File: src/hw/rtl/ccfe_pkg.sv
`default_nettype none

package ccfe_pkg;

   localparam int unsigned BLOCK_DEPTH = 254;
   localparam int unsigned ADDR_W = 8;

   localparam logic [7:0] BLOCK_MAX = 8'd254;
   localparam logic [7:0] FULL_CODE = 8'hFF;
   localparam logic [7:0] DELIM_BYTE = 8'h00;
   localparam logic [15:0] CRC_INIT = 16'hFFFF;
   localparam logic [15:0] CRC_POLY = 16'h1021;

   localparam logic ACT_PUSH = 1'b0;
   localparam logic ACT_PULL = 1'b1;

   localparam logic [2:0] PH_DATA = 3'd0;
   localparam logic [2:0] PH_CRC_LO = 3'd1;
   localparam logic [2:0] PH_CRC_HI = 3'd2;
   localparam logic [2:0] PH_FINAL = 3'd3;
   localparam logic [2:0] PH_DELIM = 3'd4;

   typedef struct packed {
      logic              wr_en;
      logic [ADDR_W-1:0] wr_addr;
      logic [7:0]        wr_data;
      logic              wr2_en;
      logic [7:0]        wr2_data;
      logic              rd_en;
      logic [ADDR_W-1:0] rd_addr;
   } ram_req_type;

   typedef struct packed {
      logic       accepted;
      logic       out_valid;
      logic [7:0] out_byte;
      logic       frame_end;
      logic       from_mem;
   } result_type;

   function automatic logic [15:0] crc16_byte(input logic [15:0] crc, input logic [7:0] b);
      logic [15:0] c;
      c = crc ^ {b, 8'h00};
      for (int i = 0; i < 8; i++) begin
         c = c[15] ? ({c[14:0], 1'b0} ^ CRC_POLY) : {c[14:0], 1'b0};
      end
      return c;
   endfunction

endpackage

`default_nettype wire

File: src/hw/rtl/ccfe_req_if.sv
`default_nettype none

interface ccfe_req_if;
   logic       valid;
   logic       ready;
   logic       action;
   logic [7:0] data_byte;
   logic       last_byte;

   modport source (output valid, output action, output data_byte, output last_byte,
                   input ready);
   modport sink (input valid, input action, input data_byte, input last_byte,
                 output ready);
endinterface

`default_nettype wire

File: src/hw/rtl/ccfe_rsp_if.sv
`default_nettype none

interface ccfe_rsp_if;
   logic       valid;
   logic       ready;
   logic       accepted;
   logic       out_valid;
   logic [7:0] out_byte;
   logic       frame_end;

   modport source (output valid, output accepted, output out_valid, output out_byte,
                   output frame_end, input ready);
   modport sink (input valid, input accepted, input out_valid, input out_byte,
                 input frame_end, output ready);
endinterface

`default_nettype wire

File: src/hw/rtl/ccfe_block_ram.sv
`default_nettype none

module ccfe_block_ram
   import ccfe_pkg::*;
(
   input  wire logic        clock,
   input  wire logic        reset,
   input  wire ram_req_type ram_req,
   output logic [7:0]       rd_data
);

   logic [7:0] block_store_mem [BLOCK_DEPTH];

   logic              pend_valid_ff;
   logic              pend_valid_in;
   logic [ADDR_W-1:0] pend_addr_ff;
   logic [ADDR_W-1:0] pend_addr_in;
   logic [7:0]        pend_data_ff;
   logic [7:0]        pend_data_in;
   logic [7:0]        rd_data_ff;

   logic              we;
   logic [ADDR_W-1:0] waddr;
   logic [7:0]        wdata;

   // second write of a cycle is registered and written next
   assign pend_valid_in = ram_req.wr2_en;
   assign pend_addr_in = ram_req.wr_addr + ADDR_W'(1);
   assign pend_data_in = ram_req.wr2_data;

   always_comb begin
      if (pend_valid_ff) begin
         we = 1'b1;
         waddr = pend_addr_ff;
         wdata = pend_data_ff;
      end else begin
         we = ram_req.wr_en;
         waddr = ram_req.wr_addr;
         wdata = ram_req.wr_data;
      end
   end

   always_ff @(posedge clock) begin
      if (we) begin
         block_store_mem[waddr] <= wdata;
      end
   end

   always_ff @(posedge clock) begin
      if (ram_req.rd_en) begin
         if (pend_valid_ff && (pend_addr_ff == ram_req.rd_addr)) begin
            rd_data_ff <= pend_data_ff;
         end else begin
            rd_data_ff <= block_store_mem[ram_req.rd_addr];
         end
      end
   end

   always_ff @(posedge clock) begin
      if (reset) begin
         pend_valid_ff <= 1'b0;
      end else begin
         pend_valid_ff <= pend_valid_in;
      end
      pend_addr_ff <= pend_addr_in;
      pend_data_ff <= pend_data_in;
   end

   assign rd_data = rd_data_ff;

endmodule

`default_nettype wire

File: src/hw/rtl/ccfe_ctrl.sv
`default_nettype none

module ccfe_ctrl
   import ccfe_pkg::*;
(
   input  wire logic       clock,
   input  wire logic       reset,
   input  wire logic       take,
   input  wire logic       action,
   input  wire logic [7:0] data_byte,
   input  wire logic       last_byte,
   output ram_req_type     ram_req,
   output result_type      result
);

   typedef struct packed {
      logic       wr;
      logic       close;
      logic [7:0] code;
      logic [7:0] fill;
   } feed_type;

   function automatic feed_type feed(input logic [7:0] fill, input logic [7:0] b);
      feed_type f;
      f.wr = 1'b0;
      f.close = 1'b0;
      f.code = FULL_CODE;
      f.fill = fill;
      if (fill >= BLOCK_MAX) begin
         f.close = 1'b1;
      end else if (b == 8'h00) begin
         f.close = 1'b1;
         f.code = fill + 8'd1;
      end else begin
         f.wr = 1'b1;
         f.fill = fill + 8'd1;
         if (f.fill >= BLOCK_MAX) begin
            f.close = 1'b1;
         end
      end
      return f;
   endfunction

   logic [7:0]  fill_ff, fill_in;
   logic [7:0]  pos_ff, pos_in;
   logic        busy_ff, busy_in;
   logic [7:0]  code_ff, code_in;
   logic [15:0] crc_ff, crc_in;
   logic [2:0]  phase_ff, phase_in;

   feed_type    fp, fa, fb;
   logic [7:0]  hi_fill;
   logic [7:0]  pos_next;
   logic [7:0]  rd_idx;
   logic        do_close;
   logic [7:0]  close_code;

   always_comb begin
      fp = feed(fill_ff, data_byte);
      fa = feed(fill_ff, crc_ff[7:0]);
      hi_fill = (phase_ff == PH_CRC_LO) ? fa.fill : fill_ff;
      fb = feed(hi_fill, crc_ff[15:8]);
      pos_next = pos_ff + 8'd1;
      rd_idx = pos_ff - 8'd1;

      fill_in = fill_ff;
      pos_in = pos_ff;
      busy_in = busy_ff;
      code_in = code_ff;
      crc_in = crc_ff;
      phase_in = phase_ff;
      do_close = 1'b0;
      close_code = code_ff;

      ram_req = '0;
      ram_req.wr_addr = fill_ff;
      ram_req.rd_addr = rd_idx;
      result = '0;

      if (take) begin
         if (action == ACT_PUSH) begin
            if (!busy_ff && (phase_ff == PH_DATA)) begin
               result.accepted = 1'b1;
               crc_in = crc16_byte(crc_ff, data_byte);
               ram_req.wr_en = fp.wr;
               ram_req.wr_data = data_byte;
               fill_in = fp.fill;
               if (fp.close) begin
                  busy_in = 1'b1;
                  pos_in = 8'd0;
                  code_in = fp.code;
               end
               if (last_byte) begin
                  phase_in = PH_CRC_LO;
               end
            end
         end else if (busy_ff) begin
            result.out_valid = 1'b1;
            if (pos_ff == 8'd0) begin
               result.out_byte = code_ff;
            end else if (rd_idx < BLOCK_MAX) begin
               ram_req.rd_en = 1'b1;
               result.from_mem = 1'b1;
            end
            if (pos_next >= code_ff) begin
               busy_in = 1'b0;
               pos_in = 8'd0;
               fill_in = 8'd0;
            end else begin
               pos_in = pos_next;
            end
         end else begin
            unique case (phase_ff)
               PH_CRC_LO: begin
                  ram_req.wr_en = fa.wr;
                  ram_req.wr_data = crc_ff[7:0];
                  do_close = 1'b1;
                  if (fa.close) begin
                     fill_in = fa.fill;
                     close_code = fa.code;
                     phase_in = PH_CRC_HI;
                  end else begin
                     ram_req.wr2_en = fb.wr;
                     ram_req.wr2_data = crc_ff[15:8];
                     fill_in = fb.fill;
                     if (fb.close) begin
                        close_code = fb.code;
                        phase_in = PH_FINAL;
                     end else begin
                        close_code = fb.fill + 8'd1;
                        phase_in = PH_DELIM;
                     end
                  end
               end
               PH_CRC_HI: begin
                  ram_req.wr_en = fb.wr;
                  ram_req.wr_data = crc_ff[15:8];
                  do_close = 1'b1;
                  fill_in = fb.fill;
                  if (fb.close) begin
                     close_code = fb.code;
                     phase_in = PH_FINAL;
                  end else begin
                     close_code = fb.fill + 8'd1;
                     phase_in = PH_DELIM;
                  end
               end
               PH_FINAL: begin
                  do_close = 1'b1;
                  close_code = fill_ff + 8'd1;
                  phase_in = PH_DELIM;
               end
               PH_DELIM: begin
                  result.out_valid = 1'b1;
                  result.out_byte = DELIM_BYTE;
                  result.frame_end = 1'b1;
                  crc_in = CRC_INIT;
                  fill_in = 8'd0;
                  phase_in = PH_DATA;
               end
               default: begin
               end
            endcase
            // closed block sends its code byte in the same transaction
            if (do_close) begin
               result.out_valid = 1'b1;
               result.out_byte = close_code;
               code_in = close_code;
               if (close_code > 8'd1) begin
                  busy_in = 1'b1;
                  pos_in = 8'd1;
               end else begin
                  busy_in = 1'b0;
                  pos_in = 8'd0;
                  fill_in = 8'd0;
               end
            end
         end
      end
   end

   always_ff @(posedge clock) begin
      if (reset) begin
         fill_ff <= 8'd0;
         pos_ff <= 8'd0;
         busy_ff <= 1'b0;
         code_ff <= 8'd0;
         crc_ff <= CRC_INIT;
         phase_ff <= PH_DATA;
      end else begin
         fill_ff <= fill_in;
         pos_ff <= pos_in;
         busy_ff <= busy_in;
         code_ff <= code_in;
         crc_ff <= crc_in;
         phase_ff <= phase_in;
      end
   end

endmodule

`default_nettype wire

File: src/hw/rtl/crc16_cobs_frame_encoder_core.sv
// response: registered, appears in the cycle after its request transaction
// throughput: one transaction per cycle while the response register is empty or being
//   taken; the control update is combinational and the block store read is registered
// reset: synchronous, clears control state, crc to 0xffff and the response valid flag;
//   the block store is not cleared
`default_nettype none

module crc16_cobs_frame_encoder_core
   import ccfe_pkg::*;
(
   input  wire logic  clock,
   input  wire logic  reset,
   ccfe_req_if.sink   req_if,
   ccfe_rsp_if.source rsp_if
);

   logic        take;
   ram_req_type ram_req;
   result_type  result;
   logic [7:0]  rd_data;

   logic       rsp_valid_ff, rsp_valid_in;
   logic       accepted_ff;
   logic       out_valid_ff;
   logic [7:0] out_byte_ff;
   logic       frame_end_ff;
   logic       from_mem_ff;

   assign req_if.ready = !rsp_valid_ff || rsp_if.ready;
   assign take = req_if.valid && req_if.ready;

   ccfe_ctrl u_ctrl (
      .clock     (clock),
      .reset     (reset),
      .take      (take),
      .action    (req_if.action),
      .data_byte (req_if.data_byte),
      .last_byte (req_if.last_byte),
      .ram_req   (ram_req),
      .result    (result)
   );

   ccfe_block_ram u_ram (
      .clock   (clock),
      .reset   (reset),
      .ram_req (ram_req),
      .rd_data (rd_data)
   );

   always_comb begin
      if (take) begin
         rsp_valid_in = 1'b1;
      end else if (rsp_if.ready) begin
         rsp_valid_in = 1'b0;
      end else begin
         rsp_valid_in = rsp_valid_ff;
      end
   end

   always_ff @(posedge clock) begin
      if (reset) begin
         rsp_valid_ff <= 1'b0;
      end else begin
         rsp_valid_ff <= rsp_valid_in;
      end
      if (take) begin
         accepted_ff <= result.accepted;
         out_valid_ff <= result.out_valid;
         out_byte_ff <= result.out_byte;
         frame_end_ff <= result.frame_end;
         from_mem_ff <= result.from_mem;
      end
   end

   assign rsp_if.valid = rsp_valid_ff;
   assign rsp_if.accepted = accepted_ff;
   assign rsp_if.out_valid = out_valid_ff;
   assign rsp_if.out_byte = from_mem_ff ? rd_data : out_byte_ff;
   assign rsp_if.frame_end = frame_end_ff;

endmodule

`default_nettype wire
File: src/flat_wrapper.sv
// flat-port wrapper written by rule: the top's interface ports become plain ports
module crc16_cobs_frame_encoder_core_flat import ccfe_pkg::*;
  (clock, reset, req_if_valid, req_if_action, req_if_data_byte, req_if_last_byte, req_if_ready, rsp_if_valid, rsp_if_accepted, rsp_if_out_valid, rsp_if_out_byte, rsp_if_frame_end, rsp_if_ready);
  ccfe_req_if req_if_i ();
  ccfe_rsp_if rsp_if_i ();
  input  wire logic clock;
  input  wire logic reset;
  input wire logic [$bits(req_if_i.valid)-1:0] req_if_valid;
  input wire logic [$bits(req_if_i.action)-1:0] req_if_action;
  input wire logic [$bits(req_if_i.data_byte)-1:0] req_if_data_byte;
  input wire logic [$bits(req_if_i.last_byte)-1:0] req_if_last_byte;
  output wire logic [$bits(req_if_i.ready)-1:0] req_if_ready;
  output wire logic [$bits(rsp_if_i.valid)-1:0] rsp_if_valid;
  output wire logic [$bits(rsp_if_i.accepted)-1:0] rsp_if_accepted;
  output wire logic [$bits(rsp_if_i.out_valid)-1:0] rsp_if_out_valid;
  output wire logic [$bits(rsp_if_i.out_byte)-1:0] rsp_if_out_byte;
  output wire logic [$bits(rsp_if_i.frame_end)-1:0] rsp_if_frame_end;
  input wire logic [$bits(rsp_if_i.ready)-1:0] rsp_if_ready;
  assign req_if_i.valid = req_if_valid;
  assign req_if_i.action = req_if_action;
  assign req_if_i.data_byte = req_if_data_byte;
  assign req_if_i.last_byte = req_if_last_byte;
  assign req_if_ready = req_if_i.ready;
  assign rsp_if_valid = rsp_if_i.valid;
  assign rsp_if_accepted = rsp_if_i.accepted;
  assign rsp_if_out_valid = rsp_if_i.out_valid;
  assign rsp_if_out_byte = rsp_if_i.out_byte;
  assign rsp_if_frame_end = rsp_if_i.frame_end;
  assign rsp_if_i.ready = rsp_if_ready;
  crc16_cobs_frame_encoder_core u_core (.clock(clock), .reset(reset), .req_if(req_if_i), .rsp_if(rsp_if_i));
endmodule
File: config.mk
export PLATFORM = sky130hd
export DESIGN_NAME = crc16_cobs_frame_encoder_core_flat
export DESIGN_NICKNAME = d
export VERILOG_FILES = /design/src/hw/rtl/ccfe_pkg.sv /design/src/hw/rtl/ccfe_req_if.sv /design/src/hw/rtl/ccfe_rsp_if.sv /design/src/hw/rtl/ccfe_block_ram.sv /design/src/hw/rtl/ccfe_ctrl.sv /design/src/hw/rtl/crc16_cobs_frame_encoder_core.sv /design/src/flat_wrapper.sv
export SDC_FILE = /design/constraint.sdc
export NUM_CORES = 2
export LEC_CHECK = 0
export BUFFER_PORTS_ARGS = -buffer_cell sky130_fd_sc_hd__buf_2
export CAP_MARGIN = 20
export CELL_PAD_IN_SITES_DETAIL_PLACEMENT = 0
export CELL_PAD_IN_SITES_GLOBAL_PLACEMENT = 1
export CORE_MARGIN = 2
export CORE_UTILIZATION = 45
export DETAILED_ROUTE_END_ITERATION = 6
export GPL_ROUTABILITY_DRIVEN = 1
export PLACE_DENSITY_LB_ADDON = 0.1
export SKIP_LAST_GASP = 1
export SYNTH_ARGS = -nofsm -noshare
export SYNTH_HDL_FRONTEND = slang
export SYNTH_SLANG_ARGS = --single-unit
export TNS_END_PERCENT = 5
File: constraint.sdc
create_clock -name clock -period 10 [get_ports clock]
set_input_delay 0.5 -clock clock [delete_from_list [all_inputs] [get_ports clock]]
set_output_delay 0.5 -clock clock [all_outputs]
set_load 0.005 [all_outputs]
* Yosys cells after proc, flatten, opt, wreduce, memory -nomap -nowiden
Memories as Yosys holds them, arrays and structs flattened. A register that Yosys moved wholly into a read port is not among the register bits.
Cells that the tools add are included.
** Storage, ports and cells
- Bits in registers :: 74
- Memory bits (writable) :: 2032
- Input port bits :: 14
- Output and inout bits :: 13
- Word-level logic and storage cells :: 185
- Memories kept :: 1
** Memory list
- u_core.u_ram.block_store_mem :: depth 254, width 8, read ports 1, clocked after Yosys merged registers in 1, write ports 1, line ccfe_block_ram.sv:12 : logic [7:0] block_store_mem [BLOCK_DEPTH];
** Operators by class
- Add/sub/neg operators :: 5
- Order comparisons :: 7
- Eq/ne operators :: 12
- Mux-type cells :: 109
- Bitwise operators :: 12
- Reduce and logical (&&, ||, !) cells :: 24
** Operators by type and width (count)
- $mux 8 :: 36
- $mux 16 :: 7
- $mux 13 :: 8
- $pmux 8 s3 :: 2
- $mux 1 :: 39
- $mux 9 :: 4
- $add 8x1->8 const B :: 4
- $ge 8x8->1 const B :: 4
- $logic_not 8->1 :: 4
- $not 3->3 :: 8
- $mux 10 :: 2
- $mux 18 :: 1
- $mux 3 :: 6
- $mux 17 :: 1
- $pmux 8 s2 :: 1
- $xor 16x16->16 :: 1
- $reduce_and 5->1 :: 3
- $pmux 3 s4 :: 1
- $ge 8x8->1 :: 1
- $gt 8x1->1 const B :: 1
- $lt 8x8->1 const B :: 1
- $reduce_and 4->1 :: 2
- $reduce_bool 2->1 :: 4
- $sub 8x1->8 const B :: 1
- other kinds (19) :: 27

* Depth between registers and ports, before layout
- Depth after elaboration :: 20
- Gate-level depth with buffers :: 25
- Gate-level depth less buffers :: 22

* Hierarchy
From an unflattened synthesis, not the netlist that was laid out.
** Unflattened totals
- Cell total of the unflattened synthesis :: 4655
- Area, all modules :: 86269.0 µm²
** Modules (own cells, without submodules)
- ccfe_block_ram :: instances 1, cells an instance 3898, area an instance 80468.4 µm²
- ccfe_ctrl :: instances 1, cells an instance 731, area an instance 5267.6 µm²
- crc16_cobs_frame_encoder_core :: instances 1, cells an instance 26, area an instance 533.0 µm²

* Worst setup path after synthesis
No wires, ideal clock.
- Path type :: reg2reg
- Start point :: register u_core.u_ctrl.phase_ff[2]
- End point :: memory u_core.u_ram.block_store_mem[0][0], data pin
- Data arrival time :: 4.848 ns
- Path slack :: 4.290 ns
- Cell stages (with the launch flop) :: 9
- Path buffers :: 3
- Period minus slack after synthesis :: 5.710 ns
- Cell sequence :: dfxtp_1 clkbuf_1 nor2b_1 and2_1 clkbuf_1 clkbuf_1 a22oi_1 o21ai_0 a22o_1
** Between the ends
- Longest elaborated chain between the ends :: 6
** RTL lines
- start: declaration :: line ccfe_ctrl.sv:49 : logic [2:0] phase_ff, phase_in;
- start signal: assignment :: line ccfe_ctrl.sv:196 : phase_ff <= phase_in;
- $eq 3x2->1 (tied with other cells) :: line ccfe_ctrl.sv:113 : unique case (phase_ff)
- $pmux 8 s2 / $logic_and 1x1->1 (equally long branches) :: line ccfe_ctrl.sv:113, ccfe_ctrl.sv:82
- $mux 17 / $mux 8 (equally long branches) :: line ccfe_ctrl.sv:97, ccfe_ctrl.sv:82
- $mux 8 (*) :: line ccfe_ctrl.sv:81 : if (action == ACT_PUSH) begin
- $mux 18 (*) :: line ccfe_ctrl.sv:80 : if (take) begin
- $mux 8 (*) :: line ccfe_block_ram.sv:32 : if (pend_valid_ff) begin
- named net u_core.u_ram.wdata[0] :: line ccfe_block_ram.sv:24 : logic [7:0] wdata;
- end: declaration :: line ccfe_block_ram.sv:12
Mark *: on every way through the listed nets, which the timed path passes. The rest lies on a longest branch.

* Worst setup path in the final report
- Start point :: register u_core.u_ctrl.fill_ff[2]
- End point :: memory u_core.u_ram.block_store_mem[8][6] (enable)
** Between the ends
- Longest elaborated chain between the ends :: 13
** RTL lines
- start: declaration :: line ccfe_ctrl.sv:44 : logic [7:0] fill_ff, fill_in;
- start signal: assignment :: line ccfe_ctrl.sv:191 : fill_ff <= fill_in;
- $add 8x1->8 :: line ccfe_ctrl.sv:36 : f.fill = fill + 8'd1;
- $mux 8 :: line ccfe_ctrl.sv:31 : end else if (b == 8'h00) begin
- $mux 16 :: line ccfe_ctrl.sv:29 : if (fill >= BLOCK_MAX) begin
- $mux 8 :: line ccfe_ctrl.sv:61 : hi_fill = (phase_ff == PH_CRC_LO) ? fa.fill : fill_ff;
- $ge 8x8->1 :: line ccfe_ctrl.sv:29
- $mux 1 :: line ccfe_ctrl.sv:29
- $pmux 1 s2 :: line ccfe_ctrl.sv:113
- $mux 1 :: line ccfe_ctrl.sv:97 : end else if (busy_ff) begin
- $mux 1 :: line ccfe_ctrl.sv:81
- $mux 1 :: line ccfe_ctrl.sv:80
- $mux 1 :: line ccfe_block_ram.sv:32
- $mux 1 :: line ccfe_block_ram.sv:44 : if (we) begin
- $mux 1 (not written as such) :: line ccfe_block_ram.sv:45 : block_store_mem[waddr] <= wdata;
Several ways; a longest one is shown, not always the timed one.

==> flow_summary.toml <==
[outcome]
outcome = "finished clean"

[power_and_ir_drop]
power.switching_fraction_pct = 21.8
power_frac_comb_pct = 5.2
cellInternalPower_uw = 15100
power.clock.fraction_pct = 44.3
pwr_density_cell_mw_per_mm2 = 201
power_switching_uw = 4210
p_seq_share_pct = 50.5
design_power_total_uw = 19300
ir_drop_mv = 0.186
static-leakage-power_uw = 0.0290

[global_routing]
first_global_vias = 43200
wire_length_of_the_first_global_routing_pass_mm = 339
antenna_violations_before_repair = 5
grt_util_all_layers_pct = 24.8
largest_net_degree_at_the_start_of_global_routing = 150
grt_overflow_total = 0

[floorplan]
placementRows = 159
pin_count = 27
core_area_mm2 = 0.188
starting_density_pct = 45.3
fp.dieArea_mm2 = 0.193
floorplan.die.width_um = 439
floorplan.die.height_um = 439

[route]
drc = 0
route.detailed.wl_per_inst_um = 33.7
dr_total_vias = 43000
total_wirelength_of_the_detailed_routed_design_mm = 238
drt-pass1-iter-count = 6
detail-route-antenna-nets = 0
drt_iter0_drc = 4769
route.detailed.vias_per_inst = 6.10

[placement]
placed_area_mm2 = 0.0885
numPortBuffers = 26
dp.final_hpwl_mm = 146
gp_congestion = 0.868
preCtsSetupSlack_ns = 3.13

[timing]
setup_total_negative_slack_ns = 0
grt_setup_unrepaired = "false"
clock_skew_ns = 0.0342
final.period_utilization_pct = 70.0
max_freq_mhz = 143
number_of_endpoints_with_negative_hold_slack_in_the_final_report = 0
finalSetupViolations = 0
timing_worst_slew_pin_value_ns = 1.12
setup_slack_ns = 3.00
report.final.slew_viol_count = 0
finalWorstPathRequiredPeriod_ns = 7.00
max-slew-margin-rel_pct = 25.3

[clock_tree]
clkSinkCount = 2114
clock_insertion_delay_worst_skew_ns = 0.86
htreeDepth = 4
clock_transition_at_the_register_clock_pins_on_the_worst_setup_and_hold_paths_after_cts_ns = 0.07
cts_root_buf = "clkbuf_16"
cts_tree = "yes"
cts-buffers-inserted = 217
max-clock-path-buffers = 3
cts_repair_resize_count = 0

[critical_path]
critical_path_fanouts_max = 21
reg2regPathDepth = 13
setup.worst_path.end_class = "flip-flop"
critical_path_required_ns = 10.47
cp-start-kind = "flip-flop"
reg2reg_from = "u_core.u_ctrl.fill_ff[2]"
crit_arrival_ns = 7.47
worst_r2r_endpoint = "u_core.u_ram.block_store_mem[8][6]"
ff2ff_setup_slack_ns = 3.00
critical_path_start_end_classification = "flip-flop to flip-flop"

[logic_synthesis]
synth_common_cells = "edfxtp_1, mux4_2, nor2_1"
synth_top_area_cell = "edfxtp_1"
seq_area_frac_synth_pct = 73.8
syn_nets = 4308
async_flop_share_pct = 0
most_frequently_used_cell_type_in_the_post_synthesis_netlist = "edfxtp_1"
yosysUniqueCellTypes = 94
synth_enable_flop_cells = 2052
post_synth_instance_area_mm2 = 0.0852
synth_flop_cell = "edfxtp_1"
number_of_storage_elements_in_the_synthesis_netlist = 2114
synth.avg_cell_area_um2 = 19.9
ys_top_cells_by_area = "edfxtp_1, mux4_2, nor2_1"
synth_top_area_share_pct = 72.4
yosysWarningCount = 0
netlist_instances = 4274

[final_layout]
finish.instance_area_mm2 = 0.0961
layout_cell_share_with_drive_strength_beyond_1_pct = 26.3
final.fill_count = 14900
synthToLayoutAreaGrowth_pct = 12.9
final_net_count = 4392

[min_path]
worstHoldEndpoint = "u_core.u_ctrl.crc_ff[4]"
min_delay_path_depth = 4
worst_hold_startpoint = "req_if_data_byte[4]"
worst_hold_path_type = "primary input to flip-flop"

[flow_run]
drv_cap = 0
[kinds of logic (layout without fill, tap and decap cells)]
group | after synthesis | count (layout) | share of synthesized area, %
flip-flops | 2114 | 2114 | 73.8
AND/OR/NAND/NOR | 792 | 792 | 4.09
multiplexers | 666 | 666 | 17.2
AO/OA/AOI/OAI | 324 | 324 | 2.65
buffers and inverters | 292 | 564 | 1.31
XOR/XNOR | 66 | 66 | 0.679
adder cells (fa/ha/maj) | 20 | 20 | 0.294
other | 0 | 2 | 0
[flip-flops by register name, summed over array words and instances (netlist names)]
name	count
u_core.u_ctrl.busy_ff	1
u_core.rsp_if.out_valid	1
u_core.u_ram.pend_valid_ff	1
u_core.u_ram.block_store_mem	2032
u_core.out_byte_ff	8
u_core.u_ctrl.phase_ff	3
u_core.rsp_if.valid	1
u_core.from_mem_ff	1
u_core.u_ram.pend_addr_ff	8
u_core.u_ram.rd_data	8
u_core.u_ctrl.crc_ff	16
u_core.u_ctrl.code_ff	8
u_core.rsp_if.frame_end	1
u_core.rsp_if.accepted	1
u_core.u_ctrl.fill_ff	8
u_core.u_ctrl.pos_ff	8
u_core.u_ram.pend_data_ff	8
[power groups by stage]
stage	sequential, uW	clock [uW]	combinational, uW
6_report	9760	8560	1000
5_1_grt	9760	9030	1060
4_1_cts	9760	8690	1020
3_5_place_dp	9950	0	1010
3_3_place_gp	9950	0	1020
2_1_floorplan	9950	0	596
[worst max-delay path, stage by stage (launching register included)]
cell and delay, ns:
dfxtp_1 0.77, nand4_1 0.33, or2_0 0.46, a21oi_1 0.43, nor2_1 0.19, ha_1 0.25
or4_1 0.56, and3_1 0.25, a41oi_2 0.56, a21oi_1 0.21, o311ai_2 0.28, buf_4 0.41
nand3_2 0.94, nor2_1 0.95
[timing repair]
action / 4_1_cts / 5_1_grt
hold endpoints to repair: 1 / 0
endpoints found under the setup margin: 0 / 0
hold buffers: 2 / 0
buffers inserted: 0 / 0
[through the flow]
stage | instances | utilization, % | hold WS, ns
after global routing | 7043 | 51.1 | 0.167
after CTS | 7041 | 51.1 | 0.0934
after detailed placement | 6632 | 47.1 | 0.475
after global placement | 6630 | 47.1 | 0.475
after floorplan | 4274 | - | 0.449
final | 7043 | 51.1 | 0.173
[layer usage]
layer  routed length (um)  share of wire [%]  track usage (%)  vias to the layer above
met5                    0                  0                0                        -
met4                 5540                2.3             6.21                        0
met3                13700                5.8             3.71                      294
met2               115000                 48             39.4                     1541
met1               104000                 44             36.4                    23300
li1                     -                  -                -                    17800
[worst max-delay path by stage]
stage	slack (ns)	end	cells after the start	from
3_3_place_gp	3.17	u_core.u_ram.block_store_mem[44][2]	13	u_core.u_ctrl.fill_ff[2]
6_report	3.00	u_core.u_ram.block_store_mem[8][6]	13	u_core.u_ctrl.fill_ff[2]
4_1_cts	3.06	u_core.u_ram.block_store_mem[44][5]	13	u_core.u_ctrl.fill_ff[2]
5_1_grt	2.56	u_core.u_ram.block_store_mem[216][7]	13	u_core.u_ctrl.fill_ff[2]
2_1_floorplan	4.29	u_core.u_ram.block_store_mem[0][0]	8	u_core.u_ctrl.phase_ff[2]
3_5_place_dp	3.13	u_core.u_ram.block_store_mem[8][6]	13	u_core.u_ctrl.fill_ff[2]
[cells in the final DEF (no fill, tap or decap), types with 40 or more instances in the layout]
cell	count
dfxtp_1	61
nor2_1	346
o21ai_0	64
nand2_1	241
edfxtp_1	2052
nand3_1	59
clkinv_2	40
clkbuf_16	222
xnor2_1	41
buf_4	80
a21oi_1	66
mux4_2	632
[cell type report]
| type | instances | area, um^2 | share of cell area, % |
|---|---|---|---|
| clock buffer | 259 | 5700 | 5.93 |
| multi-input combinational | 1868 | 21500 | 22.3 |
| inverter | 37 | 139 | 0.144 |
| sequential | 2114 | 62900 | 65.4 |
| timing repair buffer | 120 | 976 | 1.02 |
| clock inverter | 148 | 1870 | 1.94 |
| tap | 2495 | 3120 | 3.25 |
| antenna | 2 | 5.00 | 0.00521 |
Power figures use the tool's default switching activity.
